--- src/rtl/pcr_pkg.sv ---
// Shared types and constants for the permutation crossover and repair block.
`timescale 1ns / 1ps

package pcr_pkg;

  localparam int GENE_W  = 4;
  localparam int VAL_CNT = 16;
  localparam int CUT_W   = 3;

  localparam logic [CUT_W-1:0] CUT_RESET = 3'd3;

  typedef enum logic [5:0] {
    ST_LOAD   = 6'b000001,
    ST_SCAN   = 6'b000010,
    ST_MISS   = 6'b000100,
    ST_MDRAIN = 6'b001000,
    ST_ERD    = 6'b010000,
    ST_ECALC  = 6'b100000
  } state_t;

  typedef struct packed {
    logic              dup;
    logic [GENE_W-1:0] val;
  } child_ent_t;

endpackage

--- src/rtl/permutation_crossover_repair.sv ---
// One-point permutation crossover with duplicate repair, one shared sequencer.
//
//   channel  handshake               payload
//   -------  ----------------------  ---------------------------
//   in       in_valid / in_stall     gene_a, gene_b, last_in
//   out      out_valid / out_stall   child_a, child_b, last_out
//   cfg      cfg_we                  cfg_wdata (cut_point)
//
// A pair of N positions is loaded at one item per cycle. The final item starts
// a repair pass (N steps to scan the unrepaired children, N to queue the
// missing values, one to drain), then emission reads and then computes each
// position, waiting while out_stall is high; the single read port of each
// store and the read-then-use turn of the missing-value queue set that split.
// in_stall is high from the final item until the last child item sits in the
// output register. rst is synchronous and clears the sequencer, the load
// position, out_valid and cut_point (to 3).
`timescale 1ns / 1ps

module permutation_crossover_repair #(
  parameter int GENE_COUNT = 8
) (
  input  logic                        clk,
  input  logic                        rst,
  input  logic                        cfg_we,
  input  logic [pcr_pkg::CUT_W-1:0]   cfg_wdata,
  input  logic                        in_valid,
  output logic                        in_stall,
  input  logic [pcr_pkg::GENE_W-1:0]  gene_a,
  input  logic [pcr_pkg::GENE_W-1:0]  gene_b,
  input  logic                        last_in,
  output logic                        out_valid,
  input  logic                        out_stall,
  output logic [pcr_pkg::GENE_W-1:0]  child_a,
  output logic [pcr_pkg::GENE_W-1:0]  child_b,
  output logic                        last_out
);

  localparam int POS_W = (GENE_COUNT > 1) ? $clog2(GENE_COUNT) : 1;
  localparam int CNT_W = $clog2(GENE_COUNT + 1);
  localparam int CMP_W = (POS_W > pcr_pkg::CUT_W) ? POS_W : pcr_pkg::CUT_W;
  localparam logic [POS_W-1:0] POS_LAST = POS_W'(GENE_COUNT - 1);

  pcr_pkg::state_t state;

  logic [pcr_pkg::CUT_W-1:0] cut;
  logic [POS_W-1:0]          load_pos;
  logic [POS_W-1:0]          lastpos;
  logic [POS_W-1:0]          cnt;
  logic [POS_W-1:0]          eidx;

  // Second step of the scan/queue passes: store data is registered, so it arrives in the cycle after its address.
  logic                      proc_v;
  logic                      proc_scan;
  logic [POS_W-1:0]          proc_idx;

  // Values seen so far in each unrepaired child.
  logic [pcr_pkg::VAL_CNT-1:0] seen_a;
  logic [pcr_pkg::VAL_CNT-1:0] seen_b;

  // Missing-value queue fill counts and read pointers.
  logic [CNT_W-1:0]          nma;
  logic [CNT_W-1:0]          nmb;
  logic [CNT_W-1:0]          ka;
  logic [CNT_W-1:0]          kb;

  // Stores and their registered read data.
  logic [pcr_pkg::GENE_W-1:0] pa_mem [GENE_COUNT];
  logic [pcr_pkg::GENE_W-1:0] pb_mem [GENE_COUNT];
  pcr_pkg::child_ent_t        ca_mem [GENE_COUNT];
  pcr_pkg::child_ent_t        cb_mem [GENE_COUNT];
  logic [pcr_pkg::GENE_W-1:0] ma_mem [GENE_COUNT];
  logic [pcr_pkg::GENE_W-1:0] mb_mem [GENE_COUNT];

  logic [pcr_pkg::GENE_W-1:0] pa_rd;
  logic [pcr_pkg::GENE_W-1:0] pb_rd;
  pcr_pkg::child_ent_t        ca_rd;
  pcr_pkg::child_ent_t        cb_rd;
  logic [pcr_pkg::GENE_W-1:0] ma_rd;
  logic [pcr_pkg::GENE_W-1:0] mb_rd;

  logic                       in_acc;
  logic                       in_final;
  logic                       p_re;
  logic                       e_re;
  logic                       in_prefix;
  logic [pcr_pkg::GENE_W-1:0] raw_a;
  logic [pcr_pkg::GENE_W-1:0] raw_b;
  logic                       dup_a;
  logic                       dup_b;
  logic                       push_a;
  logic                       push_b;
  logic                       use_a;
  logic                       use_b;
  logic                       out_free;

  // Accept items only while loading a pair.
  assign in_stall = (state != pcr_pkg::ST_LOAD);
  assign in_acc   = in_valid && !in_stall;
  // Treat the last store slot as final even without last_in.
  assign in_final = last_in || (load_pos == POS_LAST);

  assign p_re = (state == pcr_pkg::ST_SCAN) || (state == pcr_pkg::ST_MISS);
  assign e_re = (state == pcr_pkg::ST_ERD);

  // Child A: prefix from parent B, suffix from parent A; child B the reverse.
  assign in_prefix = (CMP_W'(proc_idx) <= CMP_W'(cut));
  assign raw_a     = in_prefix ? pb_rd : pa_rd;
  assign raw_b     = in_prefix ? pa_rd : pb_rd;
  assign dup_a     = seen_a[raw_a];
  assign dup_b     = seen_b[raw_b];

  // A suffix-parent value absent from the unrepaired child joins the queue.
  assign push_a = !seen_a[pa_rd];
  assign push_b = !seen_b[pb_rd];

  // A duplicate takes the next queued value while any remain.
  assign use_a    = ca_rd.dup && (ka < nma);
  assign use_b    = cb_rd.dup && (kb < nmb);
  assign out_free = !out_valid || !out_stall;

  always_ff @(posedge clk) begin
    if (in_acc) begin
      pa_mem[load_pos] <= gene_a;
      pb_mem[load_pos] <= gene_b;
    end
    if (p_re) begin
      pa_rd <= pa_mem[cnt];
      pb_rd <= pb_mem[cnt];
    end
  end

  always_ff @(posedge clk) begin
    if (proc_v && proc_scan) begin
      ca_mem[proc_idx] <= '{dup: dup_a, val: raw_a};
      cb_mem[proc_idx] <= '{dup: dup_b, val: raw_b};
    end
    if (e_re) begin
      ca_rd <= ca_mem[eidx];
      cb_rd <= cb_mem[eidx];
    end
  end

  always_ff @(posedge clk) begin
    if (proc_v && !proc_scan && push_a) begin
      ma_mem[nma[POS_W-1:0]] <= pa_rd;
    end
    if (proc_v && !proc_scan && push_b) begin
      mb_mem[nmb[POS_W-1:0]] <= pb_rd;
    end
    if (e_re) begin
      ma_rd <= ma_mem[ka[POS_W-1:0]];
      mb_rd <= mb_mem[kb[POS_W-1:0]];
    end
  end

  always_ff @(posedge clk) begin
    if (rst) begin
      state     <= pcr_pkg::ST_LOAD;
      cut       <= pcr_pkg::CUT_RESET;
      load_pos  <= '0;
      proc_v    <= 1'b0;
      out_valid <= 1'b0;
    end else begin
      if (cfg_we) begin
        cut <= cfg_wdata;
      end
      // Load a new child item when the register frees up in ECALC, else drop
      // valid once taken, and hold it while stalled.
      if (out_free) begin
        out_valid <= (state == pcr_pkg::ST_ECALC);
      end

      // Second step of the scan and queue passes.
      proc_v <= p_re;
      if (proc_v) begin
        if (proc_scan) begin
          seen_a[raw_a] <= 1'b1;
          seen_b[raw_b] <= 1'b1;
        end else begin
          if (push_a) nma <= nma + CNT_W'(1);
          if (push_b) nmb <= nmb + CNT_W'(1);
        end
      end

      unique case (state)
        pcr_pkg::ST_LOAD: begin
          if (in_acc) begin
            if (in_final) begin
              lastpos  <= load_pos;
              load_pos <= '0;
              cnt      <= '0;
              seen_a   <= '0;
              seen_b   <= '0;
              nma      <= '0;
              nmb      <= '0;
              state    <= pcr_pkg::ST_SCAN;
            end else begin
              load_pos <= load_pos + POS_W'(1);
            end
          end
        end
        pcr_pkg::ST_SCAN: begin
          proc_scan <= 1'b1;
          proc_idx  <= cnt;
          if (cnt == lastpos) begin
            cnt   <= '0;
            state <= pcr_pkg::ST_MISS;
          end else begin
            cnt <= cnt + POS_W'(1);
          end
        end
        pcr_pkg::ST_MISS: begin
          proc_scan <= 1'b0;
          proc_idx  <= cnt;
          if (cnt == lastpos) begin
            state <= pcr_pkg::ST_MDRAIN;
          end else begin
            cnt <= cnt + POS_W'(1);
          end
        end
        pcr_pkg::ST_MDRAIN: begin
          // Let the last queue write land before the first queue read.
          eidx  <= '0;
          ka    <= '0;
          kb    <= '0;
          state <= pcr_pkg::ST_ERD;
        end
        pcr_pkg::ST_ERD: begin
          state <= pcr_pkg::ST_ECALC;
        end
        pcr_pkg::ST_ECALC: begin
          // Hold read data until the output register frees up.
          if (out_free) begin
            child_a   <= use_a ? ma_rd : ca_rd.val;
            child_b   <= use_b ? mb_rd : cb_rd.val;
            last_out  <= (eidx == lastpos);
            if (use_a) ka <= ka + CNT_W'(1);
            if (use_b) kb <= kb + CNT_W'(1);
            if (eidx == lastpos) begin
              state <= pcr_pkg::ST_LOAD;
            end else begin
              eidx  <= eidx + POS_W'(1);
              state <= pcr_pkg::ST_ERD;
            end
          end
        end
        default: begin
          state <= pcr_pkg::ST_LOAD;
        end
      endcase
    end
  end

  // Queue read pointers never pass the fill counts.
  a_ka_bound: assert property (@(posedge clk) disable iff (rst)
    (state == pcr_pkg::ST_ECALC) |-> (ka <= nma))
    else $error("child A queue pointer past fill count");

  a_kb_bound: assert property (@(posedge clk) disable iff (rst)
    (state == pcr_pkg::ST_ECALC) |-> (kb <= nmb))
    else $error("child B queue pointer past fill count");

  // The queue holds at most one entry per loaded position.
  a_fill_bound: assert property (@(posedge clk) disable iff (rst)
    (state == pcr_pkg::ST_ERD) |->
      ((nma <= CNT_W'(lastpos) + CNT_W'(1)) && (nmb <= CNT_W'(lastpos) + CNT_W'(1))))
    else $error("missing-value queue overfilled");

  // The final child item leaves the repair sequencer back in loading.
  a_last_load: assert property (@(posedge clk) disable iff (rst)
    ((state == pcr_pkg::ST_ECALC) && out_free && (eidx == lastpos))
      |=> (state == pcr_pkg::ST_LOAD) && out_valid && last_out)
    else $error("final child item did not return to loading");

endmodule
--- config.mk ---
export PLATFORM = sky130hd
export DESIGN_NAME = permutation_crossover_repair
export DESIGN_NICKNAME = d
export VERILOG_FILES = /design/src/rtl/pcr_pkg.sv /design/src/rtl/permutation_crossover_repair.sv
export SDC_FILE = /design/constraint.sdc
export NUM_CORES = 1
export LEC_CHECK = 0
export BUFFER_PORTS_ARGS = -buffer_cell sky130_fd_sc_hd__buf_2
export CAP_MARGIN = 20
export CORE_ASPECT_RATIO = 2
export CORE_MARGIN = 3
export CORE_UTILIZATION = 40
export CTS_CLUSTER_DIAMETER = 100
export DETAILED_ROUTE_END_ITERATION = 16
export HOLD_SLACK_MARGIN = 0.02
export PLACE_DENSITY = 0.54
export SETUP_SLACK_MARGIN = 0.5
export SYNTH_ARGS = -nofsm -noshare
export SYNTH_HDL_FRONTEND = slang
export SYNTH_SLANG_ARGS = --single-unit
export TNS_END_PERCENT = 1
--- constraint.sdc ---
create_clock -name clk -period 3.6 [get_ports clk]
set_input_delay 0.54 -clock clk [delete_from_list [all_inputs] [get_ports clk]]
set_output_delay 0.54 -clock clk [all_outputs]
set_load 0.02 [all_outputs]
# Word-level counts from Yosys, hierarchy flattened
# Memory sizes are Yosys's and may differ from the RTL's. A register that Yosys moved wholly into a read port is not among the register bits.
# Index checks and enable logic that the tools add are counted.
[op_classes]
reduce_logical = 32
magnitude_cmp = 9
shift = 0
div_mod_pow = 0
mul = 0
n_bitwise = 3
add_sub_neg = 7
eq_ne = 19
mux = 69
[ops]
columns = ["cell", "n"]
rows = [
  ["$mux 16", 10],
  ["$mux 4", 20],
  ["$pmux 6 s6", 1],
  ["$or 16x16->16", 2],
  ["$mux 6", 5],
  ["$mux 3", 7],
  ["$lt 4x5->1 const B", 4],
  ["$add 4x1->4 const B", 4],
  ["$bmux 1 s4", 4],
  ["$pmux 4 s2", 2],
  ["$reduce_and 4->1", 4],
  ["$mux 1", 14],
  ["$ne 2x2->1 const B", 7],
  ["$reduce_and 5->1", 2],
  ["$add 3x1->3 const B", 3],
  ["$logic_and 1x1->1", 9],
  ["$pmux 3 s3", 1],
  ["$demux 1 s4", 2],
  ["$ge 4x1->1 const B", 2],
  ["$lt 4x4->1", 2],
  ["$eq 3x3->1", 2],
  ["$eq 6x1->1 const B", 1],
  ["$eq 6x2->1 const B", 1],
  ["$eq 6x3->1 const B", 1],
  ["18 further kinds", 29],
]
[word_totals]
elab_cells = 164
in_bits = 17
register_bits = 84
n_memories = 6
latchBits = 0
ramBits = 208
mem_bits_ro = 0
out_inout_bits = 11
[memory_table]
columns = ["name", "depth", "word_bits", "read_ports", "rd_ports_with_merged_regs", "wr", "line", "rtl"]
rows = [
  ["ca_mem", 8, 5, 1, 1, 1, "permutation_crossover_repair.sv:69", "pcr_pkg::child_ent_t ca_mem [GENE_COUNT];"],
  ["cb_mem", 8, 5, 1, 1, 1, "permutation_crossover_repair.sv:70", "pcr_pkg::child_ent_t cb_mem [GENE_COUNT];"],
  ["ma_mem", 8, 4, 1, 1, 1, "permutation_crossover_repair.sv:71", "logic [pcr_pkg::GENE_W-1:0] ma_mem [GENE_COUNT];"],
  ["mb_mem", 8, 4, 1, 1, 1, "permutation_crossover_repair.sv:72", "logic [pcr_pkg::GENE_W-1:0] mb_mem [GENE_COUNT];"],
  ["pa_mem", 8, 4, 1, 1, 1, "permutation_crossover_repair.sv:67", "logic [pcr_pkg::GENE_W-1:0] pa_mem [GENE_COUNT];"],
  ["pb_mem", 8, 4, 1, 1, 1, "permutation_crossover_repair.sv:68", "logic [pcr_pkg::GENE_W-1:0] pb_mem [GENE_COUNT];"],
]

# Logic depth before layout (Yosys ltp)
[logic_depth]
depth_word = 12
mapped_depth = 12
mapped_depth_nobuf = 10

# Worst setup path after synthesis
# Ideal clock, no wire load.
[synth_path]
path_kind = "reg-to-reg"
from = "register proc_idx[2]"
to = "memory cb_mem[0][4] (netlist bit), data pin"
t_required_ns = 3.292
path_stages_with_launch = 12
setup_ns = 0.308
t_arrival_ns = 2.401
path_slack_ns = 0.891
path_buffers = 2
synth_period_minus_slack_ns = 2.709
path_cell_list = "edfxtp_1 ha_1 and3_1 clkbuf_1 o21ai_0 o211a_1 buf_2 clkinv_1 o21ai_0 a21oi_1 nor4_1 nand3_1"
[synth_between]
elab_chain_len = 4
[synth_rtl]
columns = ["element", "line", "rtl"]
rows = [
  ["from (decl)", "permutation_crossover_repair.sv:54", "logic [POS_W-1:0] proc_idx;"],
  ["from (signal assigned)", "permutation_crossover_repair.sv:204", "proc_idx <= cnt;"],
  ["from (signal assigned)", "permutation_crossover_repair.sv:214", "proc_idx <= cnt;"],
  ["$le 3x3->1", "permutation_crossover_repair.sv:106", "assign in_prefix = (CMP_W'(proc_idx) <= CMP_W'(cut));"],
  ["$mux 4", "permutation_crossover_repair.sv:108", "assign raw_b = in_prefix ? pa_rd : pb_rd;"],
  ["named net raw_b, one bit", "permutation_crossover_repair.sv:87", "logic [pcr_pkg::GENE_W-1:0] raw_b;"],
  ["$bmux 1 s4", "permutation_crossover_repair.sv:110", "assign dup_b = seen_b[raw_b];"],
  ["$mux 1 (not written as such)", "permutation_crossover_repair.sv:110", ""],
  ["named net dup_b", "permutation_crossover_repair.sv:89", "logic dup_b;"],
  ["to (decl)", "permutation_crossover_repair.sv:70", ""],
]
# The timed path passes the listed nets, and every way through them passes these cells. The select of a mux whose other input is x is not followed.

# Worst setup path after layout
[layout_path]
from = "register proc_idx[2]"
to = "register seen_b[13] (netlist bit), data pin"
[layout_between]
elab_chain_len = 12
elab_cells_between_ends = 13
cone_classes = "order compare (3); mux (8); bitwise (1); reduce/logical (1)"
[layout_rtl]
columns = ["element", "line", "rtl"]
rows = [
  ["$le 3x3->1 *", "permutation_crossover_repair.sv:106", ""],
  ["$mux 4 *", "permutation_crossover_repair.sv:108", ""],
  ["named net raw_b, one bit", "permutation_crossover_repair.sv:87", ""],
  ["$lt 4x5->1 (not written as such) / $ge 4x1->1 (equally long branches)", "permutation_crossover_repair.sv:178", "seen_b[raw_b] <= 1'b1;"],
  ["$logic_and 1x1->1 (not written as such)", "permutation_crossover_repair.sv:178", ""],
  ["$mux 1 (not written as such)", "permutation_crossover_repair.sv:178", ""],
  ["$demux 1 s4 *", "permutation_crossover_repair.sv:178", ""],
  ["$or 16x16->16 (no source line) *", "n/a", ""],
  ["$mux 16 *", "permutation_crossover_repair.sv:176", "if (proc_scan) begin"],
  ["$mux 16 *", "permutation_crossover_repair.sv:175", "if (proc_v) begin"],
  ["$mux 16", "permutation_crossover_repair.sv:188", "if (in_final) begin"],
  ["$mux 16", "permutation_crossover_repair.sv:187", "if (in_acc) begin"],
  ["$mux 16 *", "permutation_crossover_repair.sv:185", "unique case (state)"],
  ["to (signal, indexed assignment)", "permutation_crossover_repair.sv:178", ""],
  ["to (signal assigned)", "permutation_crossover_repair.sv:193", "seen_b <= '0;"],
  ["to (decl)", "permutation_crossover_repair.sv:58", "logic [pcr_pkg::VAL_CNT-1:0] seen_b;"],
]
# Mark *: on every way through the listed nets, which the timed path passes. The rest lies on a longest branch.
# A chain may end at the register's enable or synchronous reset.

==> impl_results.md <==
- CTS tree: done
- Crit path launch: proc_idx[2]
- Ports: 28
- Top_reg_cell synth: edfxtp_1
- Post-Synthesis Cell Area: 13700 sq um
- CP top delay family: simple AND/OR/NAND/NOR gates
- Initial DRC Count: ~530
- GRT Max-Usage Layer: met2
- Largest net degree at the start of global routing: 43
- Area delta synth->final: 12.8%
- Drt wl/cell: roughly 22 um
- DRC: 0
- Mapped Cells: about 870
- Sum of negative setup slack: 0 ps
- Core Region: ~34000 sq um
- Vias in the first global route: around 8000
- Highest clock rate: roughly 320 MHz
- Final Net Count: approximately 960
- Final Setup Violations: 0
- H-Tree Depth: 1
- Port Buffers: 27
- Tmin final: 3120 ps
- DPL Wire Length: about 21000 um
- Final hold violations: 0
- First-pass GRT wire length: around 46000 um
- Data arrival, critical path: between 3000 and 4000 ps
- Path type of the worst min-delay path: in -> reg
- Max-slew violations: 0
- Slew headroom: 0.400
- Remaining antenna violation count after routing: 0
- GR Overflow Total: 0
- Mapped Nets: about 900
- Die Height: between 200 and 300 um
- Initial Util: 0.407
- Inserted Diodes: 0
- Crit Path Max Fanout: 14
- Seq cells post-synth: 318
- Final Cycle Share: 0.867
- Skew final: between 15 and 20 ps
- Instance count on the critical path: 9
- Initial antenna violation count: 0
- DR pass1 iterations: 5
- Share of post-route cells with drive strength above 1: 0.238
- CP max-delay cell: nor3_1
- M2 GR Usage: 0.329
- # clock sinks: 318
- Synth warn: 0
- GRT Util Overall: 0.168
- CP bufs+invs: 2
- WL final: 30000 um
- Worst-Margin Slew: 891 ps
- Critical path type: reg -> reg
- Status: complete, no violations
- Worst setup EP type: register
- Clock transition at path regs: ~60 ps
- Synth cell types: between 50 and 60
- Clk Latency, worst-skew pair: between 500 and 600 ps
- CTS Buf Count: 28
- Die outline area: approximately 37000 sq um
- Worst stage delay on the critical path: around 600 ps
- Most frequent CP cell: nor2_1
- Vias: between 7000 and 8000
- Final Util: 0.459
- Maximum clock path buffer count: 3
- Leak: 5.13 nW
- Origin of the critical flop-to-flop path: proc_idx[2]
- Die width: between 100 and 150 um
- Startpoint types: register
- Power per cell area: about 570 nW/um^2
- Sequential fraction of the synthesis area: 0.685
- Met3 Resource Use GR: 0.0184
- RSZ-0062 raised after global routing: yes
- Reg2reg path depth: 9
- Vias/cell: 5.38
- Crit-path cells: ha_1, nor2_1, a21o_1, o211a_1, clkinv_1, buf_4, nor3_1, a21oi_1, nor2_1
- R2R setup slack: 480 ps
- Syn Area/Cell: around 16 sq um
- Ys async rst share: 0
- Number of synthesized flops with an enable pin: around 300
- Met1 usage: 0.175
- CP endpoint: seen_b[13]
- CTS root buf: clkbuf_16
- CP required: 4010 ps
- Max VDD drop: roughly 0.37 mV
- Placer congestion estimate: 0.986
- Core Rows: 95
- Max-cap viol count: 0
- Hold-critical path depth: 3
- R2r endpoint: seen_b[13]
## final cells by class
class                   count  area, sq um
well taps                 436          546
flip-flops and latches    318         9410
clock inverters            11          135
clock buffers              41          790
fillers                  3027        18300
inverters                  20         75.1
multi-input cells         492         4100
repair buffers             61          423
## registers in the layout, summed over array words and instances, names as in the netlist, 5 cells and up
name    count
state       6
ca_rd       5
seen_a     16
seen_b     16
ca_mem     40
cb_rd       5
ma_mem     32
cb_mem     40
mb_mem     32
pb_mem     32
pa_mem     32
## per-layer routing
| layer | part of all wire | wire (um) | up-vias |
|---|---|---|---|
| met5 | 0 | 0 | - |
| met4 | 0.045 | 1340 | 0 |
| met3 | 0.028 | 830 | 69 |
| met2 | 0.59 | 17600 | 166 |
| met1 | 0.34 | 10300 | 3694 |
| li1 | - | - | 3485 |
## through the flow
stage	std cells	instance area [sq um]	hold slack (ps)	total power, mW	setup slack [ps]
after floorplan	868	13700	424	5.51	891
after global placement	1326	14500	484	5.91	509
after detailed placement	1326	14500	496	5.93	438
after CTS	1378	15400	175	8.97	483
after global routing	1379	15500	210	9.26	287
final	1379	15500	209	8.86	478
## worst min path at each step
stage	from	endpoint	slack, ps
2_1_floorplan	cnt[2]	proc_idx[2]	420
3_3_place_gp	cut[2]	cut[2]	480
3_5_place_dp	cut[2]	cut[2]	500
4_1_cts	cfg_wdata[0]	cut[0]	170
5_1_grt	cfg_wdata[0]	cut[0]	210
6_report	cfg_wdata[0]	cut[0]	210
## worst reg2reg max path: stages, from the launching register on
cell and delay (ps):
edfxtp_1 480, ha_1 420, nor2_1 260, a21o_1 230, o211a_1 360, clkinv_1 160, buf_4 210, nor3_1 600
a21oi_1 150, nor2_1 110
## cells in the mapped netlist, types with 4 or more instances
cell type / instances / area [sq um]
edfxtp_1: 304 / 9130
nand2_1: 45 / 169
nor4_1: 10 / 62.6
mux2i_1: 11 / 110
nor2b_1: 5 / 31.3
inv_1: 16 / 60.1
nor2_1: 85 / 319
o21ai_0: 25 / 125
dfxtp_1: 14 / 280
clkbuf_1: 17 / 63.8
xnor2_1: 14 / 123
buf_1: 9 / 33.8
a21oi_1: 48 / 240
xor2_1: 6 / 52.6
or2_2: 4 / 25.0
mux2_2: 42 / 473
ha_1: 17 / 213
nor3_1: 34 / 170
buf_2: 12 / 60.1
mux4_2: 60 / 1350
nand2b_1: 13 / 81.3
nand3_1: 24 / 120
## layout by cell type, fill, tap and decap left out, drive strengths merged, types with 2 or more instances in the layout
| cell | instances |
|---|---|
| edfxtp | 304 |
| nor2 | 88 |
| buf | 61 |
| mux4 | 60 |
| a21oi | 49 |
| nand2 | 48 |
| mux2 | 42 |
| clkbuf | 41 |
| nor3 | 34 |
| o21ai | 28 |
| nand3 | 24 |
| inv | 19 |
| ha | 17 |
| xnor2 | 14 |
| dfxtp | 14 |
| nand2b | 13 |
| mux2i | 11 |
| nor4 | 10 |
| clkinv | 9 |
| xor2 | 6 |
| nor2b | 5 |
| o22ai | 5 |
| or2 | 4 |
| nor3b | 3 |
| o211ai | 3 |
| a22oi | 3 |
| bufinv | 3 |
| and2 | 2 |
| o211a | 2 |
| o22a | 2 |
| a221oi | 2 |
| a211oi | 2 |
| and3b | 2 |
| o21a | 2 |
| a32oi | 2 |
| nor4b | 2 |
## where the power goes
group / internal, mW / switching, mW
Clock: 1.73 / 1.29
Combinational: 0.516 / 0.749
Sequential: 4.36 / 0.211
## kinds of logic (layout without fill, tap and decap cells)
| kind of cell | after synthesis | in the layout | share of synthesized area |
|---|---|---|---|
| simple gates | 239 | 239 | 0.0832 |
| fa+ha+maj | 17 | 17 | 0.0155 |
| buf+inv | 58 | 133 | 0.0170 |
| mux | 113 | 113 | 0.141 |
| xor+xnor | 20 | 20 | 0.0128 |
| compound gates | 103 | 103 | 0.0452 |
| flops | 318 | 318 | 0.685 |
## repair_timing
action / in CTS / in global routing
endpoints found under the setup margin: 20 / 60
resized for setup: 1 / 3
buffers inserted: 0 / 0
endpoints found under the hold margin: 0 / 0
hold buffers: 0 / 0
cloned: 0 / 0
(Power assumes the default switching activity.)
